--- config.mk ---
export PLATFORM = sky130hd
export DESIGN_NAME = uart_bootloader_command_engine_unit
export DESIGN_NICKNAME = d
export VERILOG_FILES = /design/src/rtl/core/ubce_pkg.sv /design/src/rtl/core/ubce_front.sv /design/src/rtl/core/ubce_queue.sv /design/src/rtl/core/ubce_back.sv /design/src/rtl/core/uart_bootloader_command_engine_unit.sv
export SDC_FILE = /design/constraint.sdc
export NUM_CORES = 1
export LEC_CHECK = 0
export ABC_AREA = 0
export BUFFER_PORTS_ARGS = -buffer_cell sky130_fd_sc_hd__buf_4
export CORE_MARGIN = 8
export CORE_UTILIZATION = 61
export CTS_CLUSTER_DIAMETER = 200
export CTS_CLUSTER_SIZE = 12
export DETAILED_ROUTE_END_ITERATION = 7
export PLACE_DENSITY_LB_ADDON = 0.3
export SLEW_MARGIN = 10
export SYNTH_ARGS = -nofsm -noshare
export SYNTH_HDL_FRONTEND = slang
export SYNTH_SLANG_ARGS = --single-unit
--- constraint.sdc ---
create_clock -name clock -period 7.4 [get_ports clock]
set_clock_uncertainty 0.15 [all_clocks]
set_input_delay 0.74 -clock clock [delete_from_list [all_inputs] [get_ports clock]]
set_output_delay 0.74 -clock clock [all_outputs]
set_load 0.02 [all_outputs]
--- src/rtl/core/ubce_pkg.sv ---
`timescale 1ns / 1ps
package ubce_pkg;
   localparam logic [7:0] ACK_BYTE  = 8'h79;
   localparam logic [7:0] NACK_BYTE = 8'h1F;
   localparam logic [7:0] CMD_GET   = 8'h00;
   localparam logic [7:0] CMD_VER   = 8'h01;
   localparam logic [7:0] CMD_ID    = 8'h02;
   localparam logic [7:0] CMD_READ  = 8'h11;
   localparam logic [7:0] CMD_GO    = 8'h21;
   localparam logic [7:0] CMD_WRITE = 8'h31;
   localparam logic [7:0] CMD_WIPE  = 8'h43;
   localparam logic [7:0] BYTE_FF   = 8'hFF;
   localparam logic [7:0] VERSION_RESET = 8'h10;
   localparam logic [15:0] ID_RESET = 16'h1234;
   localparam int QUEUE_DEPTH = 4;

   localparam logic [1:0] FUNC_RX      = 2'd0;
   localparam logic [1:0] FUNC_TIMEOUT = 2'd1;
   localparam logic [1:0] FUNC_MEM     = 2'd2;
   localparam logic [1:0] FUNC_NOP     = 2'd3;

   localparam logic [1:0] OP_NONE  = 2'd0;
   localparam logic [1:0] OP_READ  = 2'd1;
   localparam logic [1:0] OP_WRITE = 2'd2;
   localparam logic [1:0] OP_JUMP  = 2'd3;

   localparam logic [1:0] REG_VERSION = 2'd0;
   localparam logic [1:0] REG_ID      = 2'd1;
   localparam logic [1:0] REG_PROTECT = 2'd2;

   // Reply kinds handed from the front to the back.
   typedef enum logic [3:0] {
      JOB_GET    = 4'd0,
      JOB_VER    = 4'd1,
      JOB_ID     = 4'd2,
      JOB_ONE    = 4'd3,
      JOB_RDATA  = 4'd4
   } job_kind_type;

   typedef struct packed {
      job_kind_type kind;
      logic [7:0]   byte_val;
      logic [1:0]   op;
      logic [31:0]  addr;
      logic [7:0]   data;
      logic         tx_valid;
   } job_type;

   function automatic logic [7:0] get_list(input logic [2:0] idx);
      logic [7:0] r;
      case (idx)
         3'd0: r = 8'h00;
         3'd1: r = 8'h01;
         3'd2: r = 8'h02;
         3'd3: r = 8'h11;
         3'd4: r = 8'h21;
         3'd5: r = 8'h31;
         default: r = 8'h43;
      endcase
      return r;
   endfunction
endpackage

--- src/rtl/core/ubce_front.sv ---
`timescale 1ns / 1ps
module ubce_front (
   input  logic              clock,
   input  logic              reset,
   input  logic              in_valid,
   input  logic [1:0]        func,
   input  logic [7:0]        rx_byte,
   input  logic              read_protect,
   input  logic              job_full,
   output logic              in_ready,
   output logic              job_push,
   output ubce_pkg::job_type job
);
   import ubce_pkg::*;

   typedef enum logic [11:0] {
      PH_IDLE    = 12'b000000000001,
      PH_CPL     = 12'b000000000010,
      PH_ADDR    = 12'b000000000100,
      PH_READ_N  = 12'b000000001000,
      PH_READ_NC = 12'b000000010000,
      PH_RDATA   = 12'b000000100000,
      PH_WRITE_N = 12'b000001000000,
      PH_WDATA   = 12'b000010000000,
      PH_WCS     = 12'b000100000000,
      PH_ERASE_N = 12'b001000000000,
      PH_EPAGES  = 12'b010000000000,
      PH_ECS     = 12'b100000000000
   } phase_type;

   phase_type   phase_ff, phase_in;
   logic [7:0]  code_ff, code_in;
   logic [31:0] addr_ff, addr_in;
   logic [7:0]  xor_ff, xor_in;
   logic [8:0]  left_ff, left_in;
   logic [2:0]  cnt_ff, cnt_in;
   logic        fire;
   logic [8:0]  left_dec;

   assign in_ready = !job_full;
   assign fire = in_valid && !job_full;
   assign left_dec = (left_ff != 9'd0) ? left_ff - 9'd1 : 9'd0;

   always_comb begin
      phase_in = phase_ff;
      code_in  = code_ff;
      addr_in  = addr_ff;
      xor_in   = xor_ff;
      left_in  = left_ff;
      cnt_in   = cnt_ff;
      job_push = 1'b0;
      job = '{kind: JOB_ONE, byte_val: ACK_BYTE, op: OP_NONE, addr: 32'd0,
              data: 8'd0, tx_valid: 1'b1};
      if (fire && func != FUNC_NOP) begin
         if (phase_ff == PH_RDATA) begin
            if (func == FUNC_MEM) begin
               job_push = 1'b1;
               job.kind = JOB_RDATA;
               job.byte_val = rx_byte;
               left_in = left_dec;
               addr_in = addr_ff + 32'd1;
               if (left_dec != 9'd0) begin
                  job.op = OP_READ;
                  job.addr = addr_ff + 32'd1;
               end else begin
                  phase_in = PH_IDLE;
               end
            end
         end else if (func == FUNC_TIMEOUT) begin
            phase_in = PH_IDLE;
            if (phase_ff inside {PH_ADDR, PH_READ_N, PH_READ_NC, PH_WRITE_N, PH_WDATA,
                                 PH_WCS}) begin
               job_push = 1'b1;
               job.byte_val = NACK_BYTE;
            end
         end else if (func == FUNC_RX) begin
            unique case (phase_ff)
               PH_IDLE: begin
                  code_in = rx_byte;
                  phase_in = PH_CPL;
               end
               PH_CPL: begin
                  job_push = 1'b1;
                  phase_in = PH_IDLE;
                  if ((code_ff ^ rx_byte) != BYTE_FF) begin
                     job.byte_val = NACK_BYTE;
                  end else begin
                     case (code_ff) inside
                        CMD_GET: job.kind = JOB_GET;
                        CMD_VER: job.kind = JOB_VER;
                        CMD_ID:  job.kind = JOB_ID;
                        CMD_READ, CMD_GO, CMD_WRITE, CMD_WIPE: begin
                           if (read_protect) begin
                              job.byte_val = NACK_BYTE;
                           end else if (code_ff == CMD_WIPE) begin
                              phase_in = PH_ERASE_N;
                           end else begin
                              phase_in = PH_ADDR;
                              addr_in = 32'd0;
                              xor_in = 8'd0;
                              cnt_in = 3'd0;
                           end
                        end
                        default: job.byte_val = NACK_BYTE;
                     endcase
                  end
               end
               PH_ADDR: begin
                  if (cnt_ff < 3'd4) begin
                     addr_in = {addr_ff[23:0], rx_byte};
                     xor_in = xor_ff ^ rx_byte;
                     cnt_in = cnt_ff + 3'd1;
                  end else begin
                     job_push = 1'b1;
                     phase_in = PH_IDLE;
                     if (xor_ff != rx_byte) begin
                        job.byte_val = NACK_BYTE;
                     end else if (code_ff == CMD_GO) begin
                        job.op = OP_JUMP;
                        job.addr = addr_ff;
                     end else begin
                        phase_in = (code_ff == CMD_READ) ? PH_READ_N : PH_WRITE_N;
                     end
                  end
               end
               PH_READ_N: begin
                  xor_in = rx_byte;
                  phase_in = PH_READ_NC;
               end
               PH_READ_NC: begin
                  job_push = 1'b1;
                  if ((xor_ff ^ rx_byte) != BYTE_FF) begin
                     phase_in = PH_IDLE;
                     job.byte_val = NACK_BYTE;
                  end else begin
                     left_in = {1'b0, xor_ff} + 9'd1;
                     phase_in = PH_RDATA;
                     job.op = OP_READ;
                     job.addr = addr_ff;
                  end
               end
               PH_WRITE_N: begin
                  xor_in = rx_byte;
                  left_in = {1'b0, rx_byte} + 9'd1;
                  phase_in = PH_WDATA;
               end
               PH_WDATA: begin
                  job_push = 1'b1;
                  job.tx_valid = 1'b0;
                  job.byte_val = 8'd0;
                  job.op = OP_WRITE;
                  job.addr = addr_ff;
                  job.data = rx_byte;
                  xor_in = xor_ff ^ rx_byte;
                  addr_in = addr_ff + 32'd1;
                  left_in = left_dec;
                  if (left_dec == 9'd0) phase_in = PH_WCS;
               end
               PH_WCS: begin
                  job_push = 1'b1;
                  phase_in = PH_IDLE;
                  job.byte_val = (xor_ff == rx_byte) ? ACK_BYTE : NACK_BYTE;
               end
               PH_ERASE_N: begin
                  if (rx_byte == BYTE_FF) begin
                     phase_in = PH_IDLE;
                  end else begin
                     xor_in = rx_byte;
                     left_in = {1'b0, rx_byte} + 9'd1;
                     phase_in = PH_EPAGES;
                  end
               end
               PH_EPAGES: begin
                  xor_in = xor_ff ^ rx_byte;
                  left_in = left_dec;
                  if (left_dec == 9'd0) phase_in = PH_ECS;
               end
               PH_ECS: phase_in = PH_IDLE;
               default: phase_in = PH_IDLE;
            endcase
         end
      end
   end

   always_ff @(posedge clock) begin
      if (reset) begin
         phase_ff <= PH_IDLE;
         code_ff  <= 8'd0;
         addr_ff  <= 32'd0;
         xor_ff   <= 8'd0;
         left_ff  <= 9'd0;
         cnt_ff   <= 3'd0;
      end else begin
         phase_ff <= phase_in;
         code_ff  <= code_in;
         addr_ff  <= addr_in;
         xor_ff   <= xor_in;
         left_ff  <= left_in;
         cnt_ff   <= cnt_in;
      end
   end
endmodule

--- src/rtl/core/ubce_queue.sv ---
`timescale 1ns / 1ps
module ubce_queue #(
   parameter int DEPTH = ubce_pkg::QUEUE_DEPTH
) (
   input  logic              clock,
   input  logic              reset,
   input  logic              push,
   input  ubce_pkg::job_type wdata,
   output logic              full,
   input  logic              pop,
   output logic              empty,
   output ubce_pkg::job_type rdata
);
   import ubce_pkg::*;
   localparam int AW = (DEPTH > 1) ? $clog2(DEPTH) : 1;

   job_type          mem_ff [DEPTH];
   logic [AW-1:0]    wp_ff, wp_in, rp_ff, rp_in;
   logic [AW:0]      cnt_ff, cnt_in;
   logic             do_push, do_pop;

   assign full  = (cnt_ff == (AW+1)'(DEPTH));
   assign empty = (cnt_ff == '0);
   assign do_push = push && !full;
   assign do_pop = pop && !empty;
   assign rdata = mem_ff[rp_ff];

   always_comb begin
      wp_in = wp_ff;
      rp_in = rp_ff;
      if (do_push) wp_in = (wp_ff == AW'(DEPTH - 1)) ? '0 : wp_ff + 1'b1;
      if (do_pop)  rp_in = (rp_ff == AW'(DEPTH - 1)) ? '0 : rp_ff + 1'b1;
      cnt_in = cnt_ff + (AW+1)'(do_push) - (AW+1)'(do_pop);
   end

   always_ff @(posedge clock) begin
      if (do_push) mem_ff[wp_ff] <= wdata;
   end

   always_ff @(posedge clock) begin
      if (reset) begin
         wp_ff <= '0;
         rp_ff <= '0;
         cnt_ff <= '0;
      end else begin
         wp_ff <= wp_in;
         rp_ff <= rp_in;
         cnt_ff <= cnt_in;
      end
   end
endmodule

--- src/rtl/core/ubce_back.sv ---
`timescale 1ns / 1ps
module ubce_back (
   input  logic              clock,
   input  logic              reset,
   input  logic              job_empty,
   input  ubce_pkg::job_type job,
   output logic              job_pop,
   input  logic [7:0]        boot_version,
   input  logic [15:0]       product_id,
   output logic              out_empty,
   input  logic              out_pop,
   output logic              tx_valid,
   output logic [7:0]        tx_byte,
   output logic [1:0]        mem_op,
   output logic [31:0]       mem_addr,
   output logic [7:0]        mem_data,
   output logic              last
);
   import ubce_pkg::*;

   logic [3:0]  seq_ff, seq_in;
   logic        full_ff, full_in;
   logic        txv_ff, txv_in;
   logic [7:0]  txb_ff, txb_in;
   logic [1:0]  op_ff, op_in;
   logic [31:0] addr_ff, addr_in;
   logic [7:0]  data_ff, data_in;
   logic        last_ff, last_in;
   logic        load;
   logic [3:0]  seq_len;
   logic [7:0]  cur;

   assign out_empty = !full_ff;
   assign tx_valid = txv_ff;
   assign tx_byte = txb_ff;
   assign mem_op = op_ff;
   assign mem_addr = addr_ff;
   assign mem_data = data_ff;
   assign last = last_ff;
   assign load = !job_empty && (!full_ff || out_pop);

   always_comb begin
      seq_len = 4'd0;
      cur = job.byte_val;
      case (job.kind)
         JOB_GET: begin
            seq_len = 4'd10;
            case (seq_ff)
               4'd0, 4'd10: cur = ACK_BYTE;
               4'd1: cur = 8'd7;
               4'd2: cur = boot_version;
               default: cur = get_list(3'(seq_ff - 4'd3));
            endcase
         end
         JOB_VER: begin
            seq_len = 4'd2;
            cur = (seq_ff == 4'd1) ? boot_version : ACK_BYTE;
         end
         JOB_ID: begin
            seq_len = 4'd4;
            case (seq_ff)
               4'd1: cur = 8'd1;
               4'd2: cur = product_id[15:8];
               4'd3: cur = product_id[7:0];
               default: cur = ACK_BYTE;
            endcase
         end
         default: seq_len = 4'd0;
      endcase
   end

   always_comb begin
      seq_in = seq_ff;
      full_in = full_ff && !out_pop;
      job_pop = 1'b0;
      txv_in = txv_ff;
      txb_in = txb_ff;
      op_in = op_ff;
      addr_in = addr_ff;
      data_in = data_ff;
      last_in = last_ff;
      if (load) begin
         full_in = 1'b1;
         txv_in = job.tx_valid;
         txb_in = cur;
         op_in = job.op;
         addr_in = job.addr;
         data_in = job.data;
         last_in = (seq_ff == seq_len);
         if (seq_ff == seq_len) begin
            seq_in = 4'd0;
            job_pop = 1'b1;
         end else begin
            seq_in = seq_ff + 4'd1;
         end
      end
   end

   always_ff @(posedge clock) begin
      if (reset) begin
         seq_ff <= 4'd0;
         full_ff <= 1'b0;
      end else begin
         seq_ff <= seq_in;
         full_ff <= full_in;
      end
   end

   always_ff @(posedge clock) begin
      txv_ff <= txv_in;
      txb_ff <= txb_in;
      op_ff <= op_in;
      addr_ff <= addr_in;
      data_ff <= data_in;
      last_ff <= last_in;
   end
endmodule

--- src/rtl/core/uart_bootloader_command_engine_unit.sv ---
// UART bootloader command engine. Events enter as queue pushes (received byte, receive
// timeout, returned memory byte) and leave as result beats carrying a byte to send and/or
// a memory operation; the last beat of each event is marked. A new event is taken every
// cycle while the internal job queue has room. The reply sequencer expands each job into
// its result beats, one to eleven per event (eleven for get), and stalls while a beat
// waits unpopped; events without results push no job.
`timescale 1ns / 1ps
module uart_bootloader_command_engine_unit #(
   parameter int QDEPTH = ubce_pkg::QUEUE_DEPTH
) (
   input  logic        clock,
   input  logic        reset,
   input  logic        push,
   output logic        full,
   input  logic [1:0]  req_func,
   input  logic [7:0]  req_rx_byte,
   output logic        empty,
   input  logic        pop,
   output logic        rsp_tx_valid,
   output logic [7:0]  rsp_tx_byte,
   output logic [1:0]  rsp_mem_op,
   output logic [31:0] rsp_mem_addr,
   output logic [7:0]  rsp_mem_data,
   output logic        rsp_last,
   input  logic        psel,
   input  logic        penable,
   input  logic        pwrite,
   input  logic [3:0]  paddr,
   input  logic [31:0] pwdata,
   output logic [31:0] prdata,
   output logic        pready
);
   import ubce_pkg::*;

   logic [7:0]  version_ff;
   logic [15:0] id_ff;
   logic        protect_ff;
   logic        in_ready, job_push, job_full, job_pop, job_empty;
   job_type     job_w, job_r;

   assign pready = 1'b1;
   assign full = !in_ready;

   always_comb begin
      case (paddr[3:2])
         REG_VERSION: prdata = {24'd0, version_ff};
         REG_ID:      prdata = {16'd0, id_ff};
         REG_PROTECT: prdata = {31'd0, protect_ff};
         default:     prdata = 32'd0;
      endcase
   end

   always_ff @(posedge clock) begin
      if (reset) begin
         version_ff <= VERSION_RESET;
         id_ff <= ID_RESET;
         protect_ff <= 1'b0;
      end else if (psel && penable && pwrite && pready) begin
         case (paddr[3:2])
            REG_VERSION: version_ff <= pwdata[7:0];
            REG_ID:      id_ff <= pwdata[15:0];
            REG_PROTECT: protect_ff <= pwdata[0];
            default: ;
         endcase
      end
   end

   ubce_front u_front (
      .clock, .reset, .in_valid(push), .func(req_func), .rx_byte(req_rx_byte),
      .read_protect(protect_ff), .job_full, .in_ready, .job_push, .job(job_w)
   );

   ubce_queue #(.DEPTH(QDEPTH)) u_queue (
      .clock, .reset, .push(job_push), .wdata(job_w), .full(job_full),
      .pop(job_pop), .empty(job_empty), .rdata(job_r)
   );

   ubce_back u_back (
      .clock, .reset, .job_empty, .job(job_r), .job_pop,
      .boot_version(version_ff), .product_id(id_ff),
      .out_empty(empty), .out_pop(pop),
      .tx_valid(rsp_tx_valid), .tx_byte(rsp_tx_byte), .mem_op(rsp_mem_op),
      .mem_addr(rsp_mem_addr), .mem_data(rsp_mem_data), .last(rsp_last)
   );
endmodule

## Yosys cells after proc, flatten, opt, wreduce, memory -nomap -nowiden

Memories as Yosys holds them, arrays and structs flattened. A register that Yosys moved wholly into a read port is not among the register bits.
Cells that the tools add are included.
Widths: inputs -> output; s select.

| word-level totals | value |
|---|---|
| logic and storage cells | 265 |
| memory bits (read-only) | 0 |
| bits in latches | 0 |
| bits in writable memories | 220 |
| memories | 1 |
| register bits | 161 |

Memory list:

| name | words | bits a word | rd ports | clocked after memory_dff | write ports | RTL line | source |
|---|---|---|---|---|---|---|---|
| u_queue.mem_ff | 4 | 55 | 1 | 1 | 1 | ubce_queue.sv:17 | `job_type mem_ff [DEPTH];` |

| cells by class | value |
|---|---|
| $mul | 0 |
| shift operators | 0 |
| divide/modulo/power cells | 0 |
| reduce and logical (&&, ||, !) cells | 44 |
| bitwise gates (word level) | 4 |
| $add $sub $neg | 11 |
| $lt $le $gt $ge | 1 |
| muxes and demuxes | 117 |
| equality and inequality tests | 67 |

Operator list:

| cell | number |
|---|---|
| $mux 32 | 12 |
| $mux 12 | 15 |
| $mux 8 | 16 |
| $mux 55 | 2 |
| $pmux 12 s9 | 1 |
| $pmux 34 s3 | 1 |
| $pmux 32 s3 | 1 |
| $mux 9 | 9 |
| $pmux 8 s5 | 2 |
| $pmux 8 s3 | 3 |
| $mux 34 | 2 |
| $mux 33 | 2 |
| $pmux 16 s3 | 1 |
| $mux 46 | 1 |
| $mux 45 | 1 |
| $mux 43 | 1 |
| $mux 42 | 1 |
| $mux 7 | 6 |
| $pmux 7 s6 | 1 |
| $pmux 9 s4 | 1 |
| $add 32x1->32 const B | 1 |
| $ne 3x2->1 const B | 10 |
| $reduce_and 13->1 | 2 |
| $mux 3 | 8 |
| other kinds (73) | 144 |

## Depth between registers and ports, before layout

| logic depth | value |
|---|---|
| depth after elaboration | 12 |
| mapped depth | 15 |

## Hierarchy

Synthesis repeated with hierarchy kept, for this count alone.

| second synthesis, totals | value |
|---|---|
| cell total of the unflattened synthesis | 1665 |
| area total of the unflattened synthesis | 19198.4 um^2 |

Modules (own cells, without submodules):

| module | times used | cells each | sequential area each (um^2) | area an instance (um^2) |
|---|---|---|---|---|
| ubce_queue | 1 | 337 | 6786.5 | 8409.3 |
| ubce_front | 1 | 979 | 1441.4 | 6757.7 |
| ubce_back | 1 | 195 | 1661.6 | 2598.7 |
| uart_bootloader_command_engine_unit | 1 | 154 | 500.5 | 1432.6 |

## Worst setup path after synthesis

Ideal clock, no wire load.

| path | value |
|---|---|
| path type | input port to flip-flop |
| start point | input pop |
| end point | register u_queue.cnt_ff[2] |
| arrival | 5550 ps |
| path slack | 1623 ps |
| setup time | 78 ps |
| path buffers | 0 |
| cell stages on the path | 11 |
| required time | 7172 ps |
| path through | inv_1 > a21oi_1 > nor4b_4 > ha_1 > inv_1 > ha_1 > inv_1 > fa_1 > xor2_1 > and2_1 > nor3_1 |

| between the ends | value |
|---|---|
| longest elaborated chain between the ends | 5 |

RTL lines:

| what | RTL line | source |
|---|---|---|
| from (decl) | uart_bootloader_command_engine_unit.sv:18 | `input logic pop,` |
| $logic_or 1x1->1 | ubce_back.sv:40 | `assign load = !job_empty && (!full_ff \|\| out_pop);` |
| $logic_and 1x1->1 | ubce_back.sv:40 |  |
| net u_back.load | ubce_back.sv:29 | `logic load;` |
| $mux 1 | ubce_back.sv:82 | `if (load) begin` |
| $logic_and 1x1->1 | ubce_queue.sv:25 | `assign do_pop = pop && !empty;` |
| $sub 3x1->3 | ubce_queue.sv:33 | `cnt_in = cnt_ff + (AW+1)'(do_push) - (AW+1)'(do_pop);` |
| to (signal assigned) | ubce_queue.sv:48 | `cnt_ff <= cnt_in;` |
| to (decl) | ubce_queue.sv:19 | `logic [AW:0] cnt_ff, cnt_in;` |

The timed path passes the listed nets, and every way through them passes these cells.
A chain may end at the register's enable or synchronous reset.

==> insert_results.sql <==
INSERT INTO impl_metrics (metric_group, metric, value, unit) VALUES
('outcome', 'status', 'completed', ''),
('synth', 'seq_area_frac_synth', '0.563', ''),
('layout', 'fin_nets', '1722', ''),
('clock_tree', 'post_cts_hold_buffers', '0', ''),
('clock_tree', 'numClockSinks', '379', ''),
('clock_tree', 'post-cts-setup-buffers', '0', ''),
('die', 'floorplan.rows', '63', ''),
('clock_tree', 'cts_resized', '0', ''),
('setup_path', 'worst-endpoint-required', '7.64', 'ns'),
('clock_tree', 'clockRootBuffer', 'clkbuf_16', ''),
('detailed_routing', 'antenna_left', '0', ''),
('grt', 'grt_pass1_vias', '12700', ''),
('power', 'cellLeakagePower', '0.00704', 'µW'),
('clock_tree', 'insertion_delay', '0.54', 'ns'),
('setup_path', 'slowest_delay', '0.77', 'ns'),
('synth', 'synth_warnings', '0', ''),
('place', 'routabilityCongestion', '0.913', ''),
('clock_tree', 'clk_pin_slew_worst_paths', '0.06', 'ns'),
('synth', 'synthDominantCellAreaShare', '0.441', ''),
('grt', 'grt_overflow', '0', ''),
('timing', 'max_slew_margin', '0.220', ''),
('setup_path', 'worstSetupPathDepth', '13', ''),
('setup_path', 'critical_path.cell_chain', 'buf_4 > mux4_2 > nor2_2 > xnor2_1 > nor4b_4 > ha_1 > inv_1 > ha_1 > inv_1 > fa_1 > xor2_1 > and2_1 > nor3_1', ''),
('die', 'initial_utilization', '0.617', ''),
('clock_tree', 'cts_buffer_depth', '3', ''),
('layout', 'drive_gt1_frac', '0.165', ''),
('run', 'maxCapViolations', '0', ''),
('detailed_routing', 'detail_route.vias_per_cell', '6.46', ''),
('setup_path', 'critical-path-slowest-cell', 'mux4_2', ''),
('timing', 'final.min_clock_period', '4.83', 'ns'),
('setup_path', 'timing.reg2reg.worst_path_depth', '13', ''),
('place', 'port_buffer_count', '104', ''),
('layout', 'stdcell_area', '20200', 'µm²'),
('detailed_routing', 'drt_wl_total', '45.0', 'mm'),
('synth', 'syn-instance-count', '1592', ''),
('synth', 'synth.avg_cell_area', '11.5', 'µm²'),
('setup_path', 'timing.critical_path.from_type', 'flop', ''),
('timing', 'rsz0062_at_grt', 'false', ''),
('place', 'dpl.hpwl', '28.2', 'mm'),
('die', 'fp.dieW', '189', 'µm'),
('timing', 'period_share', '0.652', ''),
('synth', 'syn_std_cell_area', '18200', 'µm²'),
('setup_path', 'critPathBufInv', '3', ''),
('grt', 'grt_use_total', '0.246', ''),
('setup_path', 'timing_worst_setup_path_type', 'reg2reg', ''),
('die', 'io_pins', '140', ''),
('detailed_routing', 'initialDrtViolationCount', '1427', ''),
('layout', 'area_growth', '10.8', '%'),
('grt', 'antenna_violations_before_repair', '2', ''),
('synth', 'synth_async_sr_flop_share', '0', ''),
('detailed_routing', 'routed_wire_length_per_instance', '21.8', 'µm'),
('synth', 'post_synth_most_frequent_cells', '268 x edfxtp_1, 156 x nand2_1, 147 x nor2_1', ''),
('die', 'die_height', '189', 'µm'),
('synth', 'synthDistinctLibCells', '77', ''),
('synth', 'ys_ff_latch', '379', ''),
('timing', 'finalHoldViolations', '0', ''),
('setup_path', 'critPathCaptureType', 'flop', ''),
('clock_tree', 'clock_tree.htree_level_count', '2', ''),
('timing', 'setup_viol', '0', ''),
('setup_path', 'critical_path.max_fanout', '38', ''),
('clock_tree', 'cts-buffers-inserted', '37', ''),
('synth', 'yosys_most_used_dff', 'edfxtp_1', ''),
('die', 'design.core.area', '29600', 'µm²'),
('power', 'p_per_area', '276', 'nW/µm²'),
('place', 'placed_cell_area', '19100', 'µm²'),
('layout', 'diodes', '0', ''),
('synth', 'yosysMostFrequentCell', 'edfxtp_1', ''),
('synth', 'synth_top_area_cell', 'edfxtp_1', ''),
('setup_path', 'cpLargestDelayFamily', 'simple AND/OR/NAND/NOR gates', ''),
('setup_path', 'critical_path_arrival', '5.07', 'ns'),
('grt', 'grt_first_pass_wirelength', '70.3', 'mm');
-- layout by cell type (no fill, tap or decap), types with 17 or more instances in the layout --
cell type and n:
o31ai_1 49, ha_1 19, nand4_1 22, dfxtp_1 109, edfxtp_1 268, conb_1 17, nor3_1 21, nand3b_1 17
nor2_1 147, a21oi_1 95, mux4_2 54, clkbuf_1 26, o21ai_0 121, nand3_1 44, xor2_1 21, and3_1 30
mux2i_1 32, xnor2_1 17, nand2_1 156, buf_4 127, clkbuf_16 37, inv_1 23
-- through the flow --
| step | hold WS, ns | cells | total power (µW) | setup WS (ns) |
|---|---|---|---|---|
| CTS | 0.267 | 2067 | 5620 | 2.50 |
| global placement | 0.295 | 2000 | 3860 | 2.68 |
| floorplan | 0.286 | 1607 | 3460 | 1.62 |
| detailed placement | 0.313 | 2000 | 3890 | 2.60 |
| finish | 0.283 | 2067 | 5580 | 2.57 |
| global route | 0.288 | 2067 | 5800 | 2.23 |
-- path summary, 6_finish.rpt --
kind / startpoint / endpoint / slack, ns
setup / recovery: flop / u_queue.cnt_ff[2]$_SDFF_PP0_ / 2.57
hold / removal: pwdata[4] / version_ff[4]$_SDFFE_PP1P_ / 0.28
setup reg to reg: flop / u_queue.cnt_ff[2]$_SDFF_PP0_ / 2.57
hold reg to reg: id_ff[7]$_SDFFE_PP0P_ / id_ff[7]$_SDFFE_PP0P_ / 0.32
-- area by class of cell --
class | instances | area [µm²]
clock buffer | 63 | 1020
multi-input combinational | 1081 | 7340
tap | 390 | 488
clock inverter | 4 | 45.0
timing repair buffer | 127 | 953
sequential | 379 | 10300
fill | 2141 | 9350
inverter | 23 | 86.3
-- kinds of logic (layout without fill, tap and decap cells) --
kind of cell / Yosys count / in the layout / share of synthesized area
other: 2 / 17 / 0.000412
multiplexers: 88 / 88 / 0.0855
AND/OR/NAND/NOR: 570 / 570 / 0.163
adder cells (fa/ha/maj): 20 / 20 / 0.0141
AO/OA/AOI/OAI: 348 / 348 / 0.117
buffers and inverters: 147 / 217 / 0.0389
flip-flops: 379 / 379 / 0.563
XOR/XNOR: 38 / 38 / 0.0182
-- power breakdown --
part	internal, µW	total, µW	switching, µW
registers	2510	2650	136
clock network	948	1720	771
logic	506	1220	709
-- sequential cells by signal (all words and copies together), names as in the netlist, 9 cells and up, named ones only --
register / cells
u_queue.mem_ff: 216
u_back.mem_addr: 32
u_front.addr_ff: 32
id_ff: 16
u_front.phase_ff: 12
u_front.left_ff: 9
-- per-layer routing --
metal	GRT usage	routed length [µm]	share of wire
met5	0	26	0.00058
met4	0.0980	1550	0.034
met3	0.0451	3910	0.087
met2	0.396	21400	0.47
met1	0.329	18200	0.40
Note: power is estimated with default switching activity, not from simulation.
